===== src/sv/iphp_pkg.sv =====
// shared types and constants of the ipv4 transport header parser
// no dependencies
package iphp_pkg;

  localparam int IPHP_QUEUE_DEPTH = 2;

  localparam logic [15:0] IP_POS_VER_IHL = 16'd0;
  localparam logic [15:0] IP_POS_TOTLEN  = 16'd2;
  localparam logic [15:0] IP_POS_PROTO   = 16'd9;
  localparam logic [15:0] IP_POS_SRC     = 16'd12;
  localparam logic [15:0] IP_POS_DST     = 16'd16;
  localparam logic [15:0] IP_MIN_BYTES   = 16'd20;
  localparam logic [15:0] UDP_HDR_BYTES  = 16'd8;
  localparam logic [15:0] COUNT_MAX      = 16'hFFFF;

  localparam logic [7:0] PROTO_TCP = 8'd6;
  localparam logic [7:0] PROTO_UDP = 8'd17;

  typedef enum logic [1:0] {
    ST_OK    = 2'd0,
    ST_SHORT = 2'd1,
    ST_TRUNC = 2'd2
  } status_t;

  // captured header state, also the record handed from front to back
  typedef struct packed {
    logic [15:0] byte_count;
    logic [3:0]  ihl;
    logic [7:0]  protocol;
    logic [15:0] total_length;
    logic [31:0] source;
    logic [31:0] destination;
    logic [15:0] source_port;
    logic [15:0] destination_port;
    logic [63:0] seq_ack;
    logic [15:0] offset_flags;
    logic [15:0] window_len;
  } capture_t;

  // result record, status in the lowest bits
  typedef struct packed {
    logic [15:0] payload_length;
    logic [6:0]  payload_offset;
    logic [15:0] window_or_udp_length;
    logic [15:0] offset_and_flags;
    logic [63:0] seq_and_ack;
    logic [15:0] destination_port;
    logic [15:0] source_port;
    logic [31:0] destination_address;
    logic [31:0] source_address;
    logic [15:0] total_length;
    logic [7:0]  protocol;
    status_t     status;
  } result_t;

  localparam int IPHP_RESULT_W = $bits(result_t);
  localparam int IPHP_TDATA_W  = ((IPHP_RESULT_W + 7) / 8) * 8;
  localparam int IPHP_STATUS_W = 2;
  localparam int IPHP_SPORT_LSB = IPHP_STATUS_W + 8 + 16 + 32 + 32;

endpackage


===== src/sv/ipv4_transport_header_parser_core.sv =====
// channel  dir  signals                          carries
// s_axis   in   tvalid tready tdata[7:0] tlast   packet bytes, tlast on last byte
// m_axis   out  tvalid tready tdata[247:0]       one header record per packet
//
// one byte accepted per cycle while s_axis_tready is high; m_axis_tvalid rises
// once the record of the last byte has passed the record queue and the back output register
// reset is synchronous and clears the byte position, captured fields, queue
// and output valid
// s_axis_tready drops only while the record queue is full, which happens
// when m_axis stalls with a record waiting and further records arrive
// top level of the ipv4 transport header parser, depends on iphp_pkg,
// iphp_front, iphp_queue and iphp_back
module ipv4_transport_header_parser_core
  import iphp_pkg::*;
#(
  parameter int QUEUE_DEPTH = IPHP_QUEUE_DEPTH
) (
  input  logic                    clk,
  input  logic                    rst,
  input  logic                    s_axis_tvalid,
  output logic                    s_axis_tready,
  input  logic [7:0]              s_axis_tdata,   // data_byte
  input  logic                    s_axis_tlast,   // end_of_buffer
  output logic                    m_axis_tvalid,
  input  logic                    m_axis_tready,
  // status, protocol, total_length, source_address, destination_address,
  // source_port, destination_port, seq_and_ack, offset_and_flags,
  // window_or_udp_length, payload_offset, payload_length, zero fill
  output logic [IPHP_TDATA_W-1:0] m_axis_tdata
);

  logic     push_valid;
  logic     push_ready;
  capture_t push_rec;
  logic     pop_valid;
  logic     pop_ready;
  capture_t pop_rec;
  result_t  res;

  iphp_front u_front (
    .clk        (clk),
    .rst        (rst),
    .in_valid   (s_axis_tvalid),
    .in_ready   (s_axis_tready),
    .in_byte    (s_axis_tdata),
    .in_last    (s_axis_tlast),
    .push_valid (push_valid),
    .push_ready (push_ready),
    .push_rec   (push_rec)
  );

  iphp_queue #(
    .DEPTH (QUEUE_DEPTH)
  ) u_queue (
    .clk        (clk),
    .rst        (rst),
    .push_valid (push_valid),
    .push_ready (push_ready),
    .push_rec   (push_rec),
    .pop_valid  (pop_valid),
    .pop_ready  (pop_ready),
    .pop_rec    (pop_rec)
  );

  iphp_back u_back (
    .clk       (clk),
    .rst       (rst),
    .in_valid  (pop_valid),
    .in_ready  (pop_ready),
    .in_rec    (pop_rec),
    .out_valid (m_axis_tvalid),
    .out_ready (m_axis_tready),
    .out_res   (res)
  );

  assign m_axis_tdata = {{(IPHP_TDATA_W - IPHP_RESULT_W){1'b0}}, res};

endmodule


===== src/sv/iphp_front.sv =====
// front part: byte position tracking and header field capture
// depends on iphp_pkg
module iphp_front
  import iphp_pkg::*;
(
  input  logic       clk,
  input  logic       rst,
  input  logic       in_valid,
  output logic       in_ready,
  input  logic [7:0] in_byte,
  input  logic       in_last,
  output logic       push_valid,
  input  logic       push_ready,
  output capture_t   push_rec
);

  capture_t    cap;
  capture_t    cap_next;
  logic [15:0] pos;
  logic [3:0]  ihl_cur;
  logic [15:0] hoff;
  logic [15:0] tofs;
  logic [3:0]  tpos;
  logic [2:0]  seq_lane;
  logic [1:0]  addr_lane;
  logic        accept;

  assign pos      = cap.byte_count;
  assign in_ready = push_ready;
  assign accept   = in_valid && in_ready;
  assign ihl_cur  = (pos == IP_POS_VER_IHL) ? in_byte[3:0] : cap.ihl;
  assign hoff     = {10'd0, ihl_cur, 2'b00};
  assign tofs     = pos - hoff;
  assign tpos     = tofs[3:0];
  assign seq_lane = 3'(4'd11 - tpos);
  assign addr_lane = 2'd3 - pos[1:0];

  always_comb begin
    cap_next = cap;
    if (pos != COUNT_MAX) begin
      cap_next.byte_count = pos + 16'd1;
    end
    if (pos == IP_POS_VER_IHL) begin
      cap_next.ihl = in_byte[3:0];
    end else if (pos == IP_POS_TOTLEN) begin
      cap_next.total_length[15:8] = in_byte;
    end else if (pos == IP_POS_TOTLEN + 16'd1) begin
      cap_next.total_length[7:0] = in_byte;
    end else if (pos == IP_POS_PROTO) begin
      cap_next.protocol = in_byte;
    end else if (pos >= IP_POS_SRC && pos < IP_POS_DST) begin
      cap_next.source[{addr_lane, 3'b000} +: 8] = in_byte;
    end else if (pos >= IP_POS_DST && pos < IP_MIN_BYTES) begin
      cap_next.destination[{addr_lane, 3'b000} +: 8] = in_byte;
    end
    if (pos >= hoff && tofs[15:4] == 12'd0) begin
      unique case (tpos)
        4'd0:  cap_next.source_port[15:8]      = in_byte;
        4'd1:  cap_next.source_port[7:0]       = in_byte;
        4'd2:  cap_next.destination_port[15:8] = in_byte;
        4'd3:  cap_next.destination_port[7:0]  = in_byte;
        4'd4, 4'd5, 4'd6, 4'd7, 4'd8, 4'd9, 4'd10, 4'd11:
          cap_next.seq_ack[{seq_lane, 3'b000} +: 8] = in_byte;
        4'd12: cap_next.offset_flags[15:8]     = in_byte;
        4'd13: cap_next.offset_flags[7:0]      = in_byte;
        4'd14: cap_next.window_len[15:8]       = in_byte;
        4'd15: cap_next.window_len[7:0]        = in_byte;
      endcase
    end
  end

  assign push_valid = accept && in_last;
  assign push_rec   = cap_next;

  always_ff @(posedge clk) begin
    if (rst) begin
      cap <= '0;
    end else if (accept) begin
      if (in_last) begin
        cap <= '0;
      end else begin
        cap <= cap_next;
      end
    end
  end

endmodule


===== src/sv/iphp_queue.sv =====
// short record queue between the capture front and the result back
// depends on iphp_pkg
module iphp_queue
  import iphp_pkg::*;
#(
  parameter int DEPTH = IPHP_QUEUE_DEPTH
) (
  input  logic     clk,
  input  logic     rst,
  input  logic     push_valid,
  output logic     push_ready,
  input  capture_t push_rec,
  output logic     pop_valid,
  input  logic     pop_ready,
  output capture_t pop_rec
);

  localparam int PTR_W = $clog2(DEPTH);
  localparam int CNT_W = $clog2(DEPTH + 1);

  capture_t         slots [DEPTH];
  logic [PTR_W-1:0] wr_ptr;
  logic [PTR_W-1:0] rd_ptr;
  logic [CNT_W-1:0] count;
  logic             push;
  logic             pop;

  assign push_ready = (count != CNT_W'(DEPTH));
  assign pop_valid  = (count != '0);
  assign push       = push_valid && push_ready;
  assign pop        = pop_valid && pop_ready;
  assign pop_rec    = slots[rd_ptr];

  always_ff @(posedge clk) begin
    if (push) begin
      slots[wr_ptr] <= push_rec;
    end
  end

  always_ff @(posedge clk) begin
    if (rst) begin
      wr_ptr <= '0;
      rd_ptr <= '0;
      count  <= '0;
    end else begin
      if (push) begin
        wr_ptr <= (wr_ptr == PTR_W'(DEPTH - 1)) ? '0 : wr_ptr + PTR_W'(1);
      end
      if (pop) begin
        rd_ptr <= (rd_ptr == PTR_W'(DEPTH - 1)) ? '0 : rd_ptr + PTR_W'(1);
      end
      unique case ({push, pop})
        2'b10:   count <= count + CNT_W'(1);
        2'b01:   count <= count - CNT_W'(1);
        default: count <= count;
      endcase
    end
  end

endmodule


===== src/sv/iphp_back.sv =====
// back part: status, payload offset and length, output register
// depends on iphp_pkg
module iphp_back
  import iphp_pkg::*;
(
  input  logic     clk,
  input  logic     rst,
  input  logic     in_valid,
  output logic     in_ready,
  input  capture_t in_rec,
  output logic     out_valid,
  input  logic     out_ready,
  output result_t  out_res
);

  result_t     res;
  logic [6:0]  hb;
  logic [6:0]  tcp_off;
  logic [15:0] udp_len;

  function automatic logic [15:0] sat_sub(input logic [15:0] a, input logic [15:0] b);
    sat_sub = (a > b) ? a - b : 16'd0;
  endfunction

  assign hb      = {1'b0, in_rec.ihl, 2'b00};
  assign tcp_off = hb + {1'b0, in_rec.offset_flags[15:12], 2'b00};
  assign udp_len = in_rec.seq_ack[63:48];

  always_comb begin
    res = '0;
    if (in_rec.byte_count < IP_MIN_BYTES) begin
      res.status = ST_SHORT;
    end else begin
      res.protocol            = in_rec.protocol;
      res.total_length        = in_rec.total_length;
      res.source_address      = in_rec.source;
      res.destination_address = in_rec.destination;
      if (in_rec.byte_count < in_rec.total_length) begin
        res.status = ST_TRUNC;
      end else begin
        res.status = ST_OK;
        unique case (in_rec.protocol)
          PROTO_TCP: begin
            res.source_port          = in_rec.source_port;
            res.destination_port     = in_rec.destination_port;
            res.seq_and_ack          = in_rec.seq_ack;
            res.offset_and_flags     = in_rec.offset_flags;
            res.window_or_udp_length = in_rec.window_len;
            res.payload_offset       = tcp_off;
            res.payload_length       = sat_sub(in_rec.total_length, {9'd0, tcp_off});
          end
          PROTO_UDP: begin
            res.source_port          = in_rec.source_port;
            res.destination_port     = in_rec.destination_port;
            res.window_or_udp_length = udp_len;
            res.payload_offset       = hb + UDP_HDR_BYTES[6:0];
            res.payload_length       = sat_sub(udp_len, UDP_HDR_BYTES);
          end
          default: begin
            res.payload_offset = hb;
            res.payload_length = sat_sub(in_rec.total_length, {9'd0, hb});
          end
        endcase
      end
    end
  end

  assign in_ready = !out_valid || out_ready;

  always_ff @(posedge clk) begin
    if (in_valid && in_ready) begin
      out_res <= res;
    end
  end

  always_ff @(posedge clk) begin
    if (rst) begin
      out_valid <= 1'b0;
    end else if (in_valid && in_ready) begin
      out_valid <= 1'b1;
    end else if (out_ready) begin
      out_valid <= 1'b0;
    end
  end

endmodule


===== config.mk =====
export PLATFORM = sky130hd
export DESIGN_NAME = ipv4_transport_header_parser_core
export DESIGN_NICKNAME = d
export VERILOG_FILES = /design/src/sv/iphp_pkg.sv /design/src/sv/ipv4_transport_header_parser_core.sv /design/src/sv/iphp_front.sv /design/src/sv/iphp_queue.sv /design/src/sv/iphp_back.sv
export SDC_FILE = /design/constraint.sdc
export NUM_CORES = 1
export LEC_CHECK = 0
export BUFFER_PORTS_ARGS = -buffer_cell sky130_fd_sc_hd__buf_2
export CORE_MARGIN = 3
export CORE_UTILIZATION = 40
export DETAILED_ROUTE_END_ITERATION = 12
export MAX_ROUTING_LAYER = met4
export PLACE_DENSITY_LB_ADDON = 0.15
export SYNTH_ARGS = -nofsm -noshare
export SYNTH_HDL_FRONTEND = slang
export SYNTH_SLANG_ARGS = --single-unit
export TNS_END_PERCENT = 50

===== constraint.sdc =====
create_clock -name clk -period 13.32 [get_ports clk]
set_input_delay 2.664 -clock clk [delete_from_list [all_inputs] [get_ports clk]]
set_output_delay 2.664 -clock clk [all_outputs]
set_load 0.05 [all_outputs]

==> run metrics, run 1 <==
RePlAce Congestion 0.8688; status completed; Die Wd 323.2 um; PortBufs 253; CP max stage delay 910 ps; chip height 323.2 um; CP max stage cell nor3b_1; Nets 3555; Setup crit start kind flip-flop; design area 45950 um2; fraction of layout cells with a size suffix above 1 0.1689; Iteration-0 DRC Markers 2363; commonest non-fill, non-tap cell in the layout edfxtp_1; CP endpoint kind flip-flop; Buf+Inv Stages, Crit Path 3; Ports 263; Layout area overhead 14.18%; drt drc 0; GR Overflow Total 0; Power, Total 9.791 mW; Area after DPL 42550 um2; max-capacitance violation count 0; DP HPWL 71.35 mm; flops & latches, synth 953; Syn. warnings 0; Max VDD drop 0.2249 mV; initial antenna violation count 4; # hold bufs at CTS 0; Core Footprint 99140 um2; clock buffer depth 3; post-synthesis mux area share 0.07643; clock slew at reported path FFs 60 ps; CTS tree built; highest net fanout along the worst path 24; htree depth 3; setup_tns 0 ps; Async S/R FF share, synth 0; WL final 113.2 mm; postcts setup bufs 0; LEAKAGE 16.24 nW; first-pass GRT wire length 167.2 mm; Initial Utilization 0.4059; CTS resizes 0; Worst slew margin 0.1878; largest net degree at the start of global routing 171; overall routing resource usage 0.2200; routed vias/inst 5.450; post-synthesis simple-gate area fraction 0.1248; Setup Skew 28.52 ps; CTS Sinks 953; largest family of logic cells by synthesized area simple AND/OR/NAND/NOR gates; Final period util 0.5193; commonest non-fill, non-tap cells in the layout edfxtp_1, nor2_1, nand2_1, buf_2, dfxtp_1; RSZ-0062 raised after global routing no; fillers 9003; TritonCTS Buffers 102; WS Path Type flip-flop to flip-flop; endpoints failing setup 0; Post-synth top flop edfxtp_1; Synth Area in Adders 0.01517; Routed Antenna Nets 0; Syn Inst Count 3300; compound-cell area share of the yosys netlist 0.09119; Avg Inst Size Synth 12.19 um2; Mapped Area 40240 um2; Worst Tran Pin Value 1207 ps; minimum clock period 6917 ps; Hold Vio Cnt, Final 0; Netlist cell types 93; register area share after synthesis 0.6510; Fmax 0.1446 GHz; critical-path cell list buf_4, clkinv_1, ha_1, nor3b_1, nand3_1, mux2_2, ha_1, a21boi_0, a2bb2oi_1, o31a_1, a32oi_1, nor4b_4, buf_4, and3_1, mux2_2; XOR/XNOR Fraction of Synth Area 0.007835; EDFF count, synth 711; TritonRoute pass-1 iters 6; WL/cell 23.22 um; vias in the first global route 25120; die area 104400 um2; final hold slack 464.0 ps; Slew Limit Fails 0; vias post-DR 26560; Worst-Skew Late Latency 680 ps; Cell Pwr Density 213.1 nW/um2; root buffer cell clkbuf_16; Crit path arrival time 7330 ps; worst min-delay path class flip-flop to flip-flop; WP data required 13740 ps; Rows 115; CP top delay family simple AND/OR/NAND/NOR gates
## per-stage QoR
| step | setup slack, ps | std cells | utilization |
|---|---|---|---|
| global placement | 6334 | 4678 | 0.4292 |
| detailed placement | 6343 | 4678 | 0.4292 |
| CTS | 6550 | 4869 | 0.4634 |
| global route | 6028 | 4871 | 0.4634 |
| floorplan | 3376 | 3308 | - |
| finish | 6403 | 4873 | 0.4635 |
## synth_stat cells (all sizes together), types with 5 or more instances
library cell  instances  area share
clkbuf              152       0.017
edfxtp              711        0.53
o2bb2ai               7      0.0015
o31ai                 5      0.0011
mux2i               218       0.054
a31oi                11      0.0017
o311ai                7      0.0015
inv                  56      0.0052
dfxtp               242        0.12
and2                  9      0.0014
and3                 22      0.0034
nor2b                19      0.0030
nor2                394       0.037
xor2                  9      0.0020
a21o                 19      0.0035
buf                  69       0.011
a21oi               125       0.016
xnor2                27      0.0059
ha                   44       0.014
nand3               103       0.014
mux2                 79       0.022
o22ai                27      0.0042
o21ai               205       0.025
nor3b                 5     0.00093
or3                  17      0.0029
nor3                 29      0.0037
a22oi               104       0.019
nand2               385       0.036
nor4                 28      0.0045
nand2b               13      0.0020
nand4                34      0.0069
o22a                  6      0.0013
and4                 13      0.0030
a22o                 23      0.0050
a41oi                 8      0.0017
## worst paths after layout
kind	start	to	slack (ps)	depth (start not counted)
worst min register to register	u_front.cap[88]	u_front.cap[88]	460	2
worst max-delay path	u_front.pos[0]	u_queue.slots[0][33]	6400	15
worst min-delay path	u_front.cap[88]	u_front.cap[88]	460	2
worst max register to register	u_front.pos[0]	u_queue.slots[0][33]	6400	15
## worst min-delay path, delay by kind of cell (launching register included)
family,cells,cell delay [ps]
compound gates,1,60
buf+inv,1,60
flops,1,300
## state kept, by name (all words and copies together), names as in the netlist, named ones only
register,count
u_queue.count,2
u_queue.wr_ptr,1
u_back.out_res,239
u_queue.rd_ptr,1
u_front.cap,220
u_front.pos,16
u_queue.slots,472
u_back.out_valid,1
## power breakdown
part	switching, mW	internal, mW	total (mW)
sequential	0.137	3.76	3.89
combinational	2.34	0.705	3.05
clock	1.18	1.67	2.85
## cell families (layout without fill, tap and decap cells)
logic type	Yosys count	count (layout)
adders and majority gates	47	47
xor gates and xnor gates	36	36
other	1	13
DFF	953	953
AOI/OAI and AO/OA	584	584
muxes	297	297
buffers and inverters	282	556
and+or+nand+nor	1100	1100
## routing by layer
metal | wire length (um) | global-route usage
met1 | 52490 | 0.3102
met2 | 52030 | 0.3362
met3 | 6071 | 0.02815
met4 | 2578 | 0.06077
met5 | 0 | -
## cell type report
cell class | instances | area, um2 | share of cell area
diodes | 4 | 10.01 | 0.0002179
clock buffers | 144 | 2934 | 0.06386
clock inverters | 47 | 456.7 | 0.009940
inverters | 58 | 217.7 | 0.004738
multi-input cells | 2073 | 12820 | 0.2789
flip-flops and latches | 953 | 26200 | 0.5702
well taps | 1287 | 1610 | 0.03505
repair buffers | 307 | 1703 | 0.03706
Power figures use the tool's default switching activity.
==> run 2, diff against run 1 <==
- ABC_AREA: unset -> 1
- clock period: 13.32 -> 7.03 ns (I/O delays scaled with it)
==> run 2 against run 1 <==
- worst hold slack got worse by 3.2 ps
- fmax up 22%
- sequential power rose by 87%
- utilization shrank 0.051 points
- die area grew 0.95%
- global-route usage down 0.40 points
- critical path type unchanged
- count of clock-buffer cells in the layout fell by 19
- total power increased by 85%
- clock skew up 13 ps
==> run metrics, run 2 <==
leading registers by flop count u_queue.slots x472, u_back.out_res x239, u_front.cap x220; Routed Antenna Nets 0; EDFF count, synth 711; drt drc 0; Core Footprint 100400 um2; Power, Total 18.10 mW; top post-synthesis cells by area edfxtp_1, dfxtp_1, nand2_1; vias post-DR 29210; clock buffer depth 3; TritonCTS Buffers 101; sw power 6.819 mW; DP HPWL 70.81 mm; Hold Vio Cnt, Final 0; LEAKAGE 17.31 nW; commonest non-fill, non-tap cell in the layout nand2_1; TritonRoute pass-1 iters 6; WS Path Type flip-flop to flip-flop; largest net degree at the start of global routing 190; CTS Sinks 953; die area 105400 um2; status completed; Avg Inst Size Synth 10.07 um2; WL/cell 20.04 um; Most flops, register u_queue.slots; CTS resizes 0; Setup crit start kind flip-flop; Cell Pwr Density 389.4 nW/um2; chip height 324.7 um; Ports 263; fraction of layout cells with a size suffix above 1 0.1305; Netlist cell types 49; fillers 9517; Clock power frac 0.298; RePlAce Congestion 0.8919; Rows 116; CP endpoint kind flip-flop; vias in the first global route 26900; Yosys top cell by area edfxtp_1; Setup Skew 41.17 ps; Syn Inst Count 4036; Slew Limit Fails 0; first-pass GRT wire length 172.1 mm; max-capacitance violation count 0; most numerous cell in the Yosys netlist nand2_1; htree depth 3; Layout area overhead 14.44%; Worst-Skew Late Latency 680 ps; flops & latches, synth 953; WL final 113.5 mm; initial antenna violation count 1; worst min-delay path class flip-flop to flip-flop; Reg power frac 0.402; Hold Path Stages 2; endpoints failing setup 0; Area after DPL 43120 um2; WP data required 7400 ps; fin cells 5663; RSZ-0062 raised after global routing no; commonest non-fill, non-tap cells in the layout nand2_1, edfxtp_1, a21oi_1, buf_2, dfxtp_1; Internal Power 11.29 mW; Worst slew margin 0.1874; Post-synth top flop edfxtp_1; Worst Tran Pin Value 1219 ps; placed instance count 5473; Final period util 0.8053; Yosys top cell area share 0.5255; CTS tree built; Mapped Area 40630 um2; Syn. warnings 0; design area 46500 um2; minimum clock period 5661 ps; register area share after synthesis 0.6447; overall routing resource usage 0.2160; Max VDD drop 0.8050 mV; Synth top cells by count nand2_1, edfxtp_1, a21oi_1; Async S/R FF share, synth 0; PortBufs 253; final hold slack 460.8 ps; Fmax 0.1766 GHz; # hold bufs at CTS 0; Crit path arrival time 6030 ps; GR Overflow Total 0; highest net fanout along the worst path 63; Nets 4279; Final Util 0.4630; flip-flop count of the largest register after layout 472; root buffer cell clkbuf_16; Initial Utilization 0.4045; Worst Reg2Reg Path Length in Cells 13; clock slew at reported path FFs 60 ps; postcts setup bufs 0; routed vias/inst 5.157; switching share of power 0.3767; combinational group share of total power 0.299; Iteration-0 DRC Markers 2633; Die Wd 324.7 um
run 2: cell count changes in the layout (fill, tap and decap cells not counted), moves of 75 or more:
cell | previous run | this run
a21oi_1 | 123 | 437
a22oi_1 | 104 | 0
inv_1 | 56 | 229
mux2_2 | 77 | 2
mux2i_1 | 217 | 17
nand2_1 | 384 | 1260
nand4_1 | 25 | 160
nor2_1 | 388 | 175
run 2: layout make-up:
type	instances	area, um2	area share
antenna	1	2.502	0.00005382
tap	1357	1698	0.03652
clock buffer	125	2720	0.05850
timing repair buffer	305	1790	0.03851
multi-input combinational	2619	12530	0.2696
sequential	953	26200	0.5635
clock inverter	64	650.6	0.01399
inverter	239	902.1	0.01940
run 2: path summary, 6_finish.rpt:
check              startpoint                   to  slack [ps]
max                 flip-flop  u_back.out_res[105]        1370
min          u_front.cap[154]     u_front.cap[154]         460
max reg2reg         flip-flop  u_back.out_res[105]        1370
min reg2reg  u_front.cap[154]     u_front.cap[154]         460
run 2: logic make-up (layout without fill, tap and decap cells):
group                    Yosys count  in the layout  synth area share
flip-flops                       953            953            0.6447
XOR/XNOR                          27             27          0.005820
other                              1             10        0.00009230
AND/OR/NAND/NOR                 1861           1861            0.1964
buffers and inverters            472            733           0.04890
adder cells (fa/ha/maj)           47             47           0.01503
multiplexers                      19             19          0.004742
AO/OA/AOI/OAI                    656            656           0.08429
run 2: metal layers:
metal  part of all wire  routed length, um  up-vias  global-route usage
met3              0.050               5642      151             0.02838
met2               0.46              52670      806              0.3327
met5                  0                  0        -                   -
met4              0.022               2484        0             0.05958
li1                   -                  -    14170                   -
met1               0.46              52670    14080              0.3016
run 2: metrics by stage:
step | setup TNS [ps] | setup WS [ps]
floorplan | -565670 | -1206
global placement | 0 | 1329
detailed placement | 0 | 1192
CTS | 0 | 1347
global route | 0 | 1034
finish | 0 | 1369
run 2: power groups by stage:
stage               Clock (mW)  Sequential (mW)  Combinational (mW)
CTS                       5.54             7.30                5.49
global route              5.76             7.35                5.81
global placement             0             7.41                5.47
detailed placement           0             7.40                5.48
floorplan                    0             9.31                2.05
finish                    5.40             7.28                5.42
run 2: worst max-delay path, stage by stage (launching register included):
cell      delay, ps
dfxtp_4         780
buf_4           730
o21ai_0         540
ha_1            450
a21oi_1          60
o21ai_1         130
nand4_1         100
o211ai_1        110
nand4_1         120
nand4_1         180
nand2_1         250
nor2_1          820
nor2_2          380
a21oi_1         670
